$ cat config.mk
export PLATFORM = sky130hd
export DESIGN_NAME = plsf_ctrl
export DESIGN_NICKNAME = d
export VERILOG_FILES = /design/src/rtl/plsf_pkg.sv /design/src/rtl/plsf_ctrl.sv
export SDC_FILE = /design/constraint.sdc
export NUM_CORES = 1
export LEC_CHECK = 0
export CAP_MARGIN = 25
export CORE_ASPECT_RATIO = 1.75
export CORE_UTILIZATION = 32
export CTS_CLUSTER_DIAMETER = 80
export DETAILED_ROUTE_END_ITERATION = 16
export DONT_BUFFER_PORTS = 1
export PLACE_DENSITY = 0.53
export SETUP_SLACK_MARGIN = 0.5
export SYNTH_ARGS = -nofsm -noshare
export SYNTH_HDL_FRONTEND = slang
export SYNTH_SLANG_ARGS = --single-unit
$ cat constraint.sdc
create_clock -name clk -period 3 [get_ports clk]
set_input_delay 0.75 -clock clk [delete_from_list [all_inputs] [get_ports clk]]
set_output_delay 0.75 -clock clk [all_outputs]
set_load 0.01 [all_outputs]
$ cat src/rtl/plsf_pkg.sv
// Shared constants, command types and fixed-point helpers for the least-squares fit core.
`default_nettype none
package plsf_pkg;

	localparam int MAX_DEGREE = 7;
	localparam int NDIM       = MAX_DEGREE + 1;
	localparam int NPOW       = 2 * MAX_DEGREE + 1;
	localparam int IDX_W      = $clog2(NDIM);
	localparam int PW         = $clog2(NPOW);
	localparam int AW         = 1 + 2 * IDX_W;
	localparam int RAM_DEPTH  = 2 * NDIM * NDIM;

	localparam logic [63:0] FX_ONE  = 64'h0000_0001_0000_0000;
	localparam logic [63:0] S64_MAX = 64'h7FFF_FFFF_FFFF_FFFF;
	localparam logic [63:0] S64_MIN = 64'h8000_0000_0000_0000;

	typedef enum logic [4:0] {
		OP_NONE,
		OP_LOAD,
		OP_ACC_PS,
		OP_MUL_BP,
		OP_ACC_MS,
		OP_MUL_PT,
		OP_SET_P,
		OP_INIT_W,
		OP_INIT_ONE,
		OP_INIT_ZERO,
		OP_PIV_CLR,
		OP_PIV_CMP,
		OP_HOLD,
		OP_WR_RD,
		OP_WR_HOLD,
		OP_DIV_START,
		OP_DIV_ONE,
		OP_SET_C,
		OP_MUL_C,
		OP_WR_SUB,
		OP_WR_MUL,
		OP_ACC_CLR,
		OP_MUL_MS,
		OP_ACC_X,
		OP_EMIT,
		OP_CLEAR
	} dp_op_t;

	typedef struct packed {
		dp_op_t          op;
		logic            re;
		logic [AW-1:0]   addr;
		logic [PW-1:0]   idx;
		logic            last;
	} cmd_t;

	typedef struct packed {
		logic mul_done;
		logic div_done;
		logic piv_gt;
		logic out_busy;
	} stat_t;

	function automatic logic [63:0] mag(logic [63:0] a);
		return a[63] ? (64'd0 - a) : a;
	endfunction

	function automatic logic [63:0] from_mag(logic neg, logic [63:0] m);
		if (!neg)
			return m[63] ? S64_MAX : m;
		return m[63] ? S64_MIN : (64'd0 - m);
	endfunction

	function automatic logic [63:0] sat_add(logic [63:0] a, logic [63:0] b);
		logic [63:0] r;
		r = a + b;
		if (a[63] == b[63] && r[63] != a[63])
			r = a[63] ? S64_MIN : S64_MAX;
		return r;
	endfunction

	function automatic logic [63:0] sat_sub(logic [63:0] a, logic [63:0] b);
		logic [63:0] r;
		r = a - b;
		if (a[63] != b[63] && r[63] != a[63])
			r = a[63] ? S64_MIN : S64_MAX;
		return r;
	endfunction

	function automatic logic [AW-1:0] ram_addr(logic sel, logic [IDX_W-1:0] row,
		logic [IDX_W-1:0] col);
		return {sel, row, col};
	endfunction

endpackage
`default_nettype wire

$ cat src/rtl/plsf_ctrl.sv
// Controller: sample accumulation sequence, Gauss-Jordan inversion and coefficient output.
`default_nettype none
module plsf_ctrl (
	input  wire logic            clk,
	input  wire logic            arst_n,
	input  wire logic            degree_we,
	input  wire logic [2:0]      degree_wdata,
	input  wire logic            sample_valid,
	output logic                 sample_stall,
	input  wire logic            last_sample,
	input  wire plsf_pkg::stat_t stat,
	output plsf_pkg::cmd_t       cmd
);
	import plsf_pkg::*;

	typedef enum logic [39:0] {
		S_IDLE    = 40'h1 << 0,
		S_ACC     = 40'h1 << 1,
		S_MB      = 40'h1 << 2,
		S_MB_W    = 40'h1 << 3,
		S_PT      = 40'h1 << 4,
		S_PT_W    = 40'h1 << 5,
		S_INIT    = 40'h1 << 6,
		S_INIT2   = 40'h1 << 7,
		S_PIV0    = 40'h1 << 8,
		S_PIV_RD  = 40'h1 << 9,
		S_PIV_CMP = 40'h1 << 10,
		S_SWP_CHK = 40'h1 << 11,
		S_SW_RA   = 40'h1 << 12,
		S_SW_RB   = 40'h1 << 13,
		S_SW_WA   = 40'h1 << 14,
		S_SW_WB   = 40'h1 << 15,
		S_ELIM0   = 40'h1 << 16,
		S_DV_RA   = 40'h1 << 17,
		S_DV_RB   = 40'h1 << 18,
		S_DV_GO   = 40'h1 << 19,
		S_DV_W    = 40'h1 << 20,
		S_RO_RS   = 40'h1 << 21,
		S_RO_MG   = 40'h1 << 22,
		S_RO_MW   = 40'h1 << 23,
		S_RO_RD   = 40'h1 << 24,
		S_RO_WR   = 40'h1 << 25,
		S_BK_K    = 40'h1 << 26,
		S_SC_RD   = 40'h1 << 27,
		S_SC_GO   = 40'h1 << 28,
		S_SC_W    = 40'h1 << 29,
		S_SC_RS   = 40'h1 << 30,
		S_SC_MG   = 40'h1 << 31,
		S_SC_MW   = 40'h1 << 32,
		S_SC_WR   = 40'h1 << 33,
		S_OUT0    = 40'h1 << 34,
		S_OU_RD   = 40'h1 << 35,
		S_OU_MG   = 40'h1 << 36,
		S_OU_MW   = 40'h1 << 37,
		S_OU_EM   = 40'h1 << 38,
		S_CLR     = 40'h1 << 39
	} state_t;

	state_t           state_q, state_d;
	logic [PW-1:0]    pk_q, pk_d;
	logic [IDX_W-1:0] k_q, k_d, i_q, i_d, j_q, j_d, best_q, best_d, n_eff;
	logic             sel_q, sel_d, bk_q, bk_d, last_q, last_d;
	logic [2:0]       degree_q;

	always_comb begin
		if (32'(degree_q) > MAX_DEGREE)
			n_eff = IDX_W'(MAX_DEGREE);
		else
			n_eff = IDX_W'(degree_q);
	end

	assign sample_stall = (state_q != S_IDLE);

	always_comb begin
		state_d  = state_q;
		pk_d     = pk_q;
		k_d      = k_q;
		i_d      = i_q;
		j_d      = j_q;
		best_d   = best_q;
		sel_d    = sel_q;
		bk_d     = bk_q;
		last_d   = last_q;
		cmd.op   = OP_NONE;
		cmd.re   = 1'b0;
		cmd.addr = '0;
		cmd.idx  = '0;
		cmd.last = 1'b0;
		case (state_q)
			S_IDLE: begin
				if (sample_valid) begin
					cmd.op  = OP_LOAD;
					pk_d    = '0;
					last_d  = last_sample;
					state_d = S_ACC;
				end
			end
			S_ACC: begin
				cmd.op  = OP_ACC_PS;
				cmd.idx = pk_q;
				state_d = (32'(pk_q) < NDIM) ? S_MB : S_PT;
			end
			S_MB: begin
				cmd.op  = OP_MUL_BP;
				state_d = S_MB_W;
			end
			S_MB_W: begin
				if (stat.mul_done) begin
					cmd.op  = OP_ACC_MS;
					cmd.idx = pk_q;
					state_d = S_PT;
				end
			end
			S_PT: begin
				if (32'(pk_q) == NPOW - 1) begin
					i_d     = '0;
					j_d     = '0;
					state_d = last_q ? S_INIT : S_IDLE;
				end else begin
					cmd.op  = OP_MUL_PT;
					state_d = S_PT_W;
				end
			end
			S_PT_W: begin
				if (stat.mul_done) begin
					cmd.op  = OP_SET_P;
					pk_d    = pk_q + PW'(1);
					state_d = S_ACC;
				end
			end
			S_INIT: begin
				cmd.op   = OP_INIT_W;
				cmd.addr = ram_addr(1'b0, i_q, j_q);
				cmd.idx  = PW'(i_q) + PW'(j_q);
				state_d  = S_INIT2;
			end
			S_INIT2: begin
				cmd.op   = (i_q == j_q) ? OP_INIT_ONE : OP_INIT_ZERO;
				cmd.addr = ram_addr(1'b1, i_q, j_q);
				state_d  = S_INIT;
				if (j_q == n_eff) begin
					j_d = '0;
					if (i_q == n_eff) begin
						k_d     = '0;
						state_d = S_PIV0;
					end else begin
						i_d = i_q + IDX_W'(1);
					end
				end else begin
					j_d = j_q + IDX_W'(1);
				end
			end
			S_PIV0: begin
				cmd.op  = OP_PIV_CLR;
				best_d  = k_q;
				i_d     = k_q;
				state_d = S_PIV_RD;
			end
			S_PIV_RD: begin
				cmd.re   = 1'b1;
				cmd.addr = ram_addr(1'b0, i_q, k_q);
				state_d  = S_PIV_CMP;
			end
			S_PIV_CMP: begin
				cmd.op = OP_PIV_CMP;
				if (stat.piv_gt)
					best_d = i_q;
				if (i_q == n_eff) begin
					state_d = S_SWP_CHK;
				end else begin
					i_d     = i_q + IDX_W'(1);
					state_d = S_PIV_RD;
				end
			end
			S_SWP_CHK: begin
				sel_d   = 1'b0;
				j_d     = '0;
				state_d = (best_q == k_q) ? S_ELIM0 : S_SW_RA;
			end
			S_SW_RA: begin
				cmd.re   = 1'b1;
				cmd.addr = ram_addr(sel_q, k_q, j_q);
				state_d  = S_SW_RB;
			end
			S_SW_RB: begin
				cmd.op   = OP_HOLD;
				cmd.re   = 1'b1;
				cmd.addr = ram_addr(sel_q, best_q, j_q);
				state_d  = S_SW_WA;
			end
			S_SW_WA: begin
				cmd.op   = OP_WR_RD;
				cmd.addr = ram_addr(sel_q, k_q, j_q);
				state_d  = S_SW_WB;
			end
			S_SW_WB: begin
				cmd.op   = OP_WR_HOLD;
				cmd.addr = ram_addr(sel_q, best_q, j_q);
				state_d  = S_SW_RA;
				if (j_q == n_eff) begin
					j_d = '0;
					if (sel_q)
						state_d = S_ELIM0;
					else
						sel_d = 1'b1;
				end else begin
					j_d = j_q + IDX_W'(1);
				end
			end
			S_ELIM0: begin
				if (k_q == n_eff) begin
					bk_d    = 1'b1;
					state_d = S_BK_K;
				end else begin
					bk_d    = 1'b0;
					i_d     = k_q + IDX_W'(1);
					state_d = S_DV_RA;
				end
			end
			S_DV_RA: begin
				cmd.re   = 1'b1;
				cmd.addr = ram_addr(1'b0, i_q, k_q);
				state_d  = S_DV_RB;
			end
			S_DV_RB: begin
				cmd.op   = OP_HOLD;
				cmd.re   = 1'b1;
				cmd.addr = ram_addr(1'b0, k_q, k_q);
				state_d  = S_DV_GO;
			end
			S_DV_GO: begin
				cmd.op  = OP_DIV_START;
				state_d = S_DV_W;
			end
			S_DV_W: begin
				if (stat.div_done) begin
					cmd.op  = OP_SET_C;
					sel_d   = bk_q;
					j_d     = bk_q ? '0 : k_q;
					state_d = S_RO_RS;
				end
			end
			S_RO_RS: begin
				cmd.re   = 1'b1;
				cmd.addr = ram_addr(sel_q, k_q, j_q);
				state_d  = S_RO_MG;
			end
			S_RO_MG: begin
				cmd.op  = OP_MUL_C;
				state_d = S_RO_MW;
			end
			S_RO_MW: begin
				if (stat.mul_done)
					state_d = S_RO_RD;
			end
			S_RO_RD: begin
				cmd.re   = 1'b1;
				cmd.addr = ram_addr(sel_q, i_q, j_q);
				state_d  = S_RO_WR;
			end
			S_RO_WR: begin
				cmd.op   = OP_WR_SUB;
				cmd.addr = ram_addr(sel_q, i_q, j_q);
				state_d  = S_RO_RS;
				if (j_q == n_eff) begin
					j_d = '0;
					if (!sel_q) begin
						sel_d = 1'b1;
					end else if (!bk_q) begin
						if (i_q == n_eff) begin
							k_d     = k_q + IDX_W'(1);
							state_d = S_PIV0;
						end else begin
							i_d     = i_q + IDX_W'(1);
							state_d = S_DV_RA;
						end
					end else begin
						if (i_q + IDX_W'(1) == k_q) begin
							state_d = S_SC_RD;
						end else begin
							i_d     = i_q + IDX_W'(1);
							state_d = S_DV_RA;
						end
					end
				end else begin
					j_d = j_q + IDX_W'(1);
				end
			end
			S_BK_K: begin
				i_d     = '0;
				state_d = (k_q == '0) ? S_SC_RD : S_DV_RA;
			end
			S_SC_RD: begin
				cmd.re   = 1'b1;
				cmd.addr = ram_addr(1'b0, k_q, k_q);
				state_d  = S_SC_GO;
			end
			S_SC_GO: begin
				cmd.op  = OP_DIV_ONE;
				state_d = S_SC_W;
			end
			S_SC_W: begin
				if (stat.div_done) begin
					cmd.op  = OP_SET_C;
					j_d     = '0;
					state_d = S_SC_RS;
				end
			end
			S_SC_RS: begin
				cmd.re   = 1'b1;
				cmd.addr = ram_addr(1'b1, k_q, j_q);
				state_d  = S_SC_MG;
			end
			S_SC_MG: begin
				cmd.op  = OP_MUL_C;
				state_d = S_SC_MW;
			end
			S_SC_MW: begin
				if (stat.mul_done)
					state_d = S_SC_WR;
			end
			S_SC_WR: begin
				cmd.op   = OP_WR_MUL;
				cmd.addr = ram_addr(1'b1, k_q, j_q);
				state_d  = S_SC_RS;
				if (j_q == n_eff) begin
					if (k_q == '0) begin
						i_d     = '0;
						state_d = S_OUT0;
					end else begin
						k_d     = k_q - IDX_W'(1);
						state_d = S_BK_K;
					end
				end else begin
					j_d = j_q + IDX_W'(1);
				end
			end
			S_OUT0: begin
				cmd.op  = OP_ACC_CLR;
				k_d     = '0;
				state_d = S_OU_RD;
			end
			S_OU_RD: begin
				cmd.re   = 1'b1;
				cmd.addr = ram_addr(1'b1, i_q, k_q);
				state_d  = S_OU_MG;
			end
			S_OU_MG: begin
				cmd.op  = OP_MUL_MS;
				cmd.idx = PW'(k_q);
				state_d = S_OU_MW;
			end
			S_OU_MW: begin
				if (stat.mul_done) begin
					cmd.op = OP_ACC_X;
					if (k_q == n_eff) begin
						state_d = S_OU_EM;
					end else begin
						k_d     = k_q + IDX_W'(1);
						state_d = S_OU_RD;
					end
				end
			end
			S_OU_EM: begin
				// hold until the output register is free
				if (!stat.out_busy) begin
					cmd.op   = OP_EMIT;
					cmd.idx  = PW'(i_q);
					cmd.last = (i_q == n_eff);
					if (i_q == n_eff) begin
						state_d = S_CLR;
					end else begin
						i_d     = i_q + IDX_W'(1);
						state_d = S_OUT0;
					end
				end
			end
			S_CLR: begin
				cmd.op  = OP_CLEAR;
				state_d = S_IDLE;
			end
			default: state_d = S_IDLE;
		endcase
	end

	always_ff @(posedge clk or negedge arst_n) begin
		if (!arst_n) begin
			state_q  <= S_IDLE;
			pk_q     <= '0;
			k_q      <= '0;
			i_q      <= '0;
			j_q      <= '0;
			best_q   <= '0;
			sel_q    <= 1'b0;
			bk_q     <= 1'b0;
			last_q   <= 1'b0;
			degree_q <= 3'd1;
		end else begin
			state_q <= state_d;
			pk_q    <= pk_d;
			k_q     <= k_d;
			i_q     <= i_d;
			j_q     <= j_d;
			best_q  <= best_d;
			sel_q   <= sel_d;
			bk_q    <= bk_d;
			last_q  <= last_d;
			if (degree_we)
				degree_q <= degree_wdata;
		end
	end

endmodule
`default_nettype wire

==> results.py <==
metrics = {
    "sta": {
        "maxSlewViolCount": 0,
        "hold_viol": 0,
        "tightest_slew_ns": 0.940,
        "fin_hold_ws_ns": 0.108,
        "slew_headroom_pct": 36.5,
        "setup_viol": 19,
        "min_period_over_period_pct": 115,
        "rsz0062_at_grt": "yes",
        "fmax_mhz": 290,
        "period_needed_ns": 3.45,
        "skew_ns": 0.00938,
        "worst_slack_ns": -0.446,
    },
    "setup_path": {
        "arrival_ns": 2.70,
        "crit_path_end_kind": "output pin",
        "reg2regPathDepth": 13,
        "reg2reg_slack_ns": 0,
        "critPathCapture": "cmd[14]",
        "worstPathRequired_ns": 2.25,
        "reg2reg_to": "state_q[38]$_DFFE_PN0P_",
        "r2r-start": "state_q[29]$_DFFE_PN0P_",
        "cp-start-kind": "register",
        "startpoint": "state_q[0]$_DFFE_PN1P_",
        "path_class": "reg2out",
        "cp_max_fo": 6,
    },
    "drt": {
        "dr_total_vias": 5650,
        "via_per_inst": 6.02,
        "wl_mm": 21.9,
        "first_pass_iters": 5,
        "wl_per_cell_um": 23.3,
        "drcViolationCount": 0,
        "final_antenna_net_count": 0,
        "drt-initial-drc-count": 449,
    },
    "clocking": {
        "max-clock-path-buffers": 2,
        "clock_sinks": 62,
        "cts_tree": "built",
        "cts_hold_buf": 0,
        "path_clk_slew_ns": 0.06,
        "clock-root-buffer": "clkbuf_16",
        "numCtsBuffers": 9,
        "clock_latency_ns": 0.34,
        "htree_levels": 3,
    },
    "floorplanning": {
        "dieArea_um2": 15700,
        "start_util_pct": 32.8,
        "die_x_um": 95.3,
        "rows": 59,
        "coreArea_um2": 14800,
        "ioPinCount": 31,
        "die_h_um": 165,
    },
    "power_and_ir_drop": {
        "intPower_mw": 2.31,
        "power_frac_clock_pct": 25.3,
        "p_leak_nw": 3.56,
        "switching_share_pct": 37.2,
        "p_sw_mw": 1.37,
        "peakVddDrop_v": 0.000275,
        "seqPwrFrac_pct": 25.0,
        "power_density_nw_per_um2": 463,
        "power.total_mw": 3.68,
        "share_comb_of_total_power_pct": 49.7,
    },
    "placed_design": {
        "place.gp.congestion": 0.995,
        "placed_cells_incl_taps": 865,
        "io_buffers": 0,
        "dpl.hpwl_mm": 16.3,
        "dpl-instance-area_um2": 6270,
    },
    "synthesis": {
        "yosys_register_bits": 62,
        "netlist_area_um2": 4870,
        "synth_cell_type_count": 77,
        "yosysSeqAreaShare_pct": 31.9,
        "ys.flop_type": "dfrtp_1",
        "synth_area_per_cell_um2": 8.86,
        "synth.net_count": 573,
        "yosys_warnings": 0,
        "synth_edf_count": 0,
        "synthCells": 550,
        "async_flop_share_pct": 100,
    },
    "finish": {
        "drive_gt1_share_pct": 50.6,
        "syn2layout_area_growth_pct": 63.4,
        "final_area_um2": 7970,
        "final_cell_mix": "buf_4, dfrtp_1, nor2_1, buf_6, nand2_1",
        "finalNonFillerCells": 939,
        "fin_nets": 774,
        "fill_cells": 1305,
        "mostFrequentLayoutCell": "buf_4",
    },
    "global_route": {
        "first_global_vias": 5721,
        "grt_max_degree": 63,
        "antenna_found_initial": 1,
        "grt_overflow": 0,
        "grt_use_total_pct": 28.2,
        "grt_pass1_wl_mm": 32.3,
    },
    "hold_path": {
        "min_path_type": "in2async",
    },
    "outcome": {
        "violations": "setup timing",
        "status": "complete, but fails checks",
    },
    "flow_run": {
        "cap_violations": 0,
    },
}
## stage by stage
| stage | worst slack (ns) | utilization (%) | setup TNS (ns) |
|---|---|---|---|
| 6_report | -0.446 | 53.7 | -7.08 |
| 3_3_place_gp | -0.144 | 42.3 | -1.92 |
| 3_5_place_dp | -0.159 | 42.3 | -1.79 |
| 5_1_grt | -0.495 | 53.7 | -7.97 |
| 2_1_floorplan | -0.0289 | - | -0.0866 |
| 4_1_cts | -0.420 | 48.9 | -6.69 |
## worst min path at each step
stage | from | cells after the start | to
finish | arst_n | 0 | state_q[14]$_DFFE_PN0P_
global route | arst_n | 0 | state_q[10]$_DFFE_PN0P_
CTS | arst_n | 0 | state_q[10]$_DFFE_PN0P_
detailed placement | arst_n | 0 | state_q[14]$_DFFE_PN0P_
global placement | arst_n | 0 | state_q[14]$_DFFE_PN0P_
floorplan | arst_n | 0 | best_q[0]$_DFFE_PN0P_
## metal layers
layer / GRT usage, % / vias to the layer above / part of all wire [%] / wire length, um
met3: 4.53 / 91 / 4.0 / 864
met4: 21.3 / 0 / 7.5 / 1640
met5: 0 / - / 0 / 0
met1: 30.2 / 2776 / 36 / 7970
met2: 48.6 / 229 / 52 / 11400
li1: - / 2554 / - / -
## power groups by stage
stage,combinational [mW],sequential (mW),clock (mW)
after floorplan,0.588,0.939,0
after global placement,1.10,0.937,0
after detailed placement,1.11,0.935,0
after CTS,1.45,0.922,0.950
after global routing,1.91,0.925,0.991
final,1.83,0.920,0.934
## sequential cells by signal, summed over array words and instances (netlist names)
name,cells
best_q,3
bk_q,1
degree_q,3
i_q,3
j_q,3
k_q,3
last_q,1
pk_q,4
sel_q,1
state_q,40
## worst max-delay path, cell delays in order (launching register included)
cell and delay, ns:
dfstp_2 0.55, nor4_4 0.05, nand4_1 0.16, buf_12 0.15
buf_8 0.13, buf_6 0.11, nor4_2 0.05, buf_4 0.15
a311oi_2 0.24, nand4_1 0.17, or4_4 0.58
## layout make-up
type / count / area (um2) / share of cell area [%]
multi-input cells: 433 / 3990 / 50.1
repair buffers: 218 / 1830 / 22.9
flip-flops and latches: 62 / 1560 / 19.5
clock buffers: 10 / 229 / 2.87
well taps: 183 / 229 / 2.87
inverters: 27 / 104 / 1.30
clock inverters: 5 / 27.5 / 0.346
diodes: 1 / 2.50 / 0.0314
## repair_timing
| action | CTS | global route |
|---|---|---|
| gates resized for setup | 104 | 96 |
| pin swaps | 37 | 51 |
| endpoints found under the setup margin | 48 | 55 |
| buffers inserted | 31 | 27 |
## synthesized netlist by cell type, drive strengths merged, types with 4 or more instances
| cell type | n | area share [%] |
|---|---|---|
| nor2 | 43 | 3.3 |
| dfrtp | 60 | 31 |
| nor4b | 12 | 2.2 |
| nand3b | 7 | 1.1 |
| nand4 | 15 | 2.5 |
| o22ai | 6 | 0.77 |
| o2111ai | 4 | 0.85 |
| buf | 17 | 2.3 |
| a22o | 9 | 1.6 |
| clkbuf | 11 | 0.85 |
| nand2 | 40 | 3.1 |
| a31oi | 5 | 0.64 |
| inv | 27 | 2.1 |
| mux2 | 4 | 1.0 |
| a21oi | 19 | 2.0 |
| or3 | 5 | 0.64 |
| a21o | 5 | 0.77 |
| nor4 | 47 | 9.0 |
| or2 | 5 | 0.64 |
| nand2b | 9 | 1.2 |
| o31ai | 9 | 1.4 |
| xnor2 | 12 | 2.2 |
| nand4b | 12 | 2.2 |
| ha | 10 | 2.6 |
| nor2b | 9 | 1.2 |
| mux2i | 4 | 0.82 |
| xor2 | 12 | 2.2 |
| a222oi | 6 | 1.2 |
| nor3 | 26 | 3.2 |
| o21ai | 19 | 2.0 |
| or4 | 11 | 1.8 |
| nand3 | 17 | 1.7 |
## kinds of logic after synthesis
kind of cell	Yosys count	share of synthesized area, %
xor+xnor	24	4.31
simple gates	275	36.5
mux	8	1.82
fa+ha+maj	11	2.98
compound gates	115	17.3
flops	62	31.9
buf+inv	55	5.24
Power figures use the tool's default switching activity.
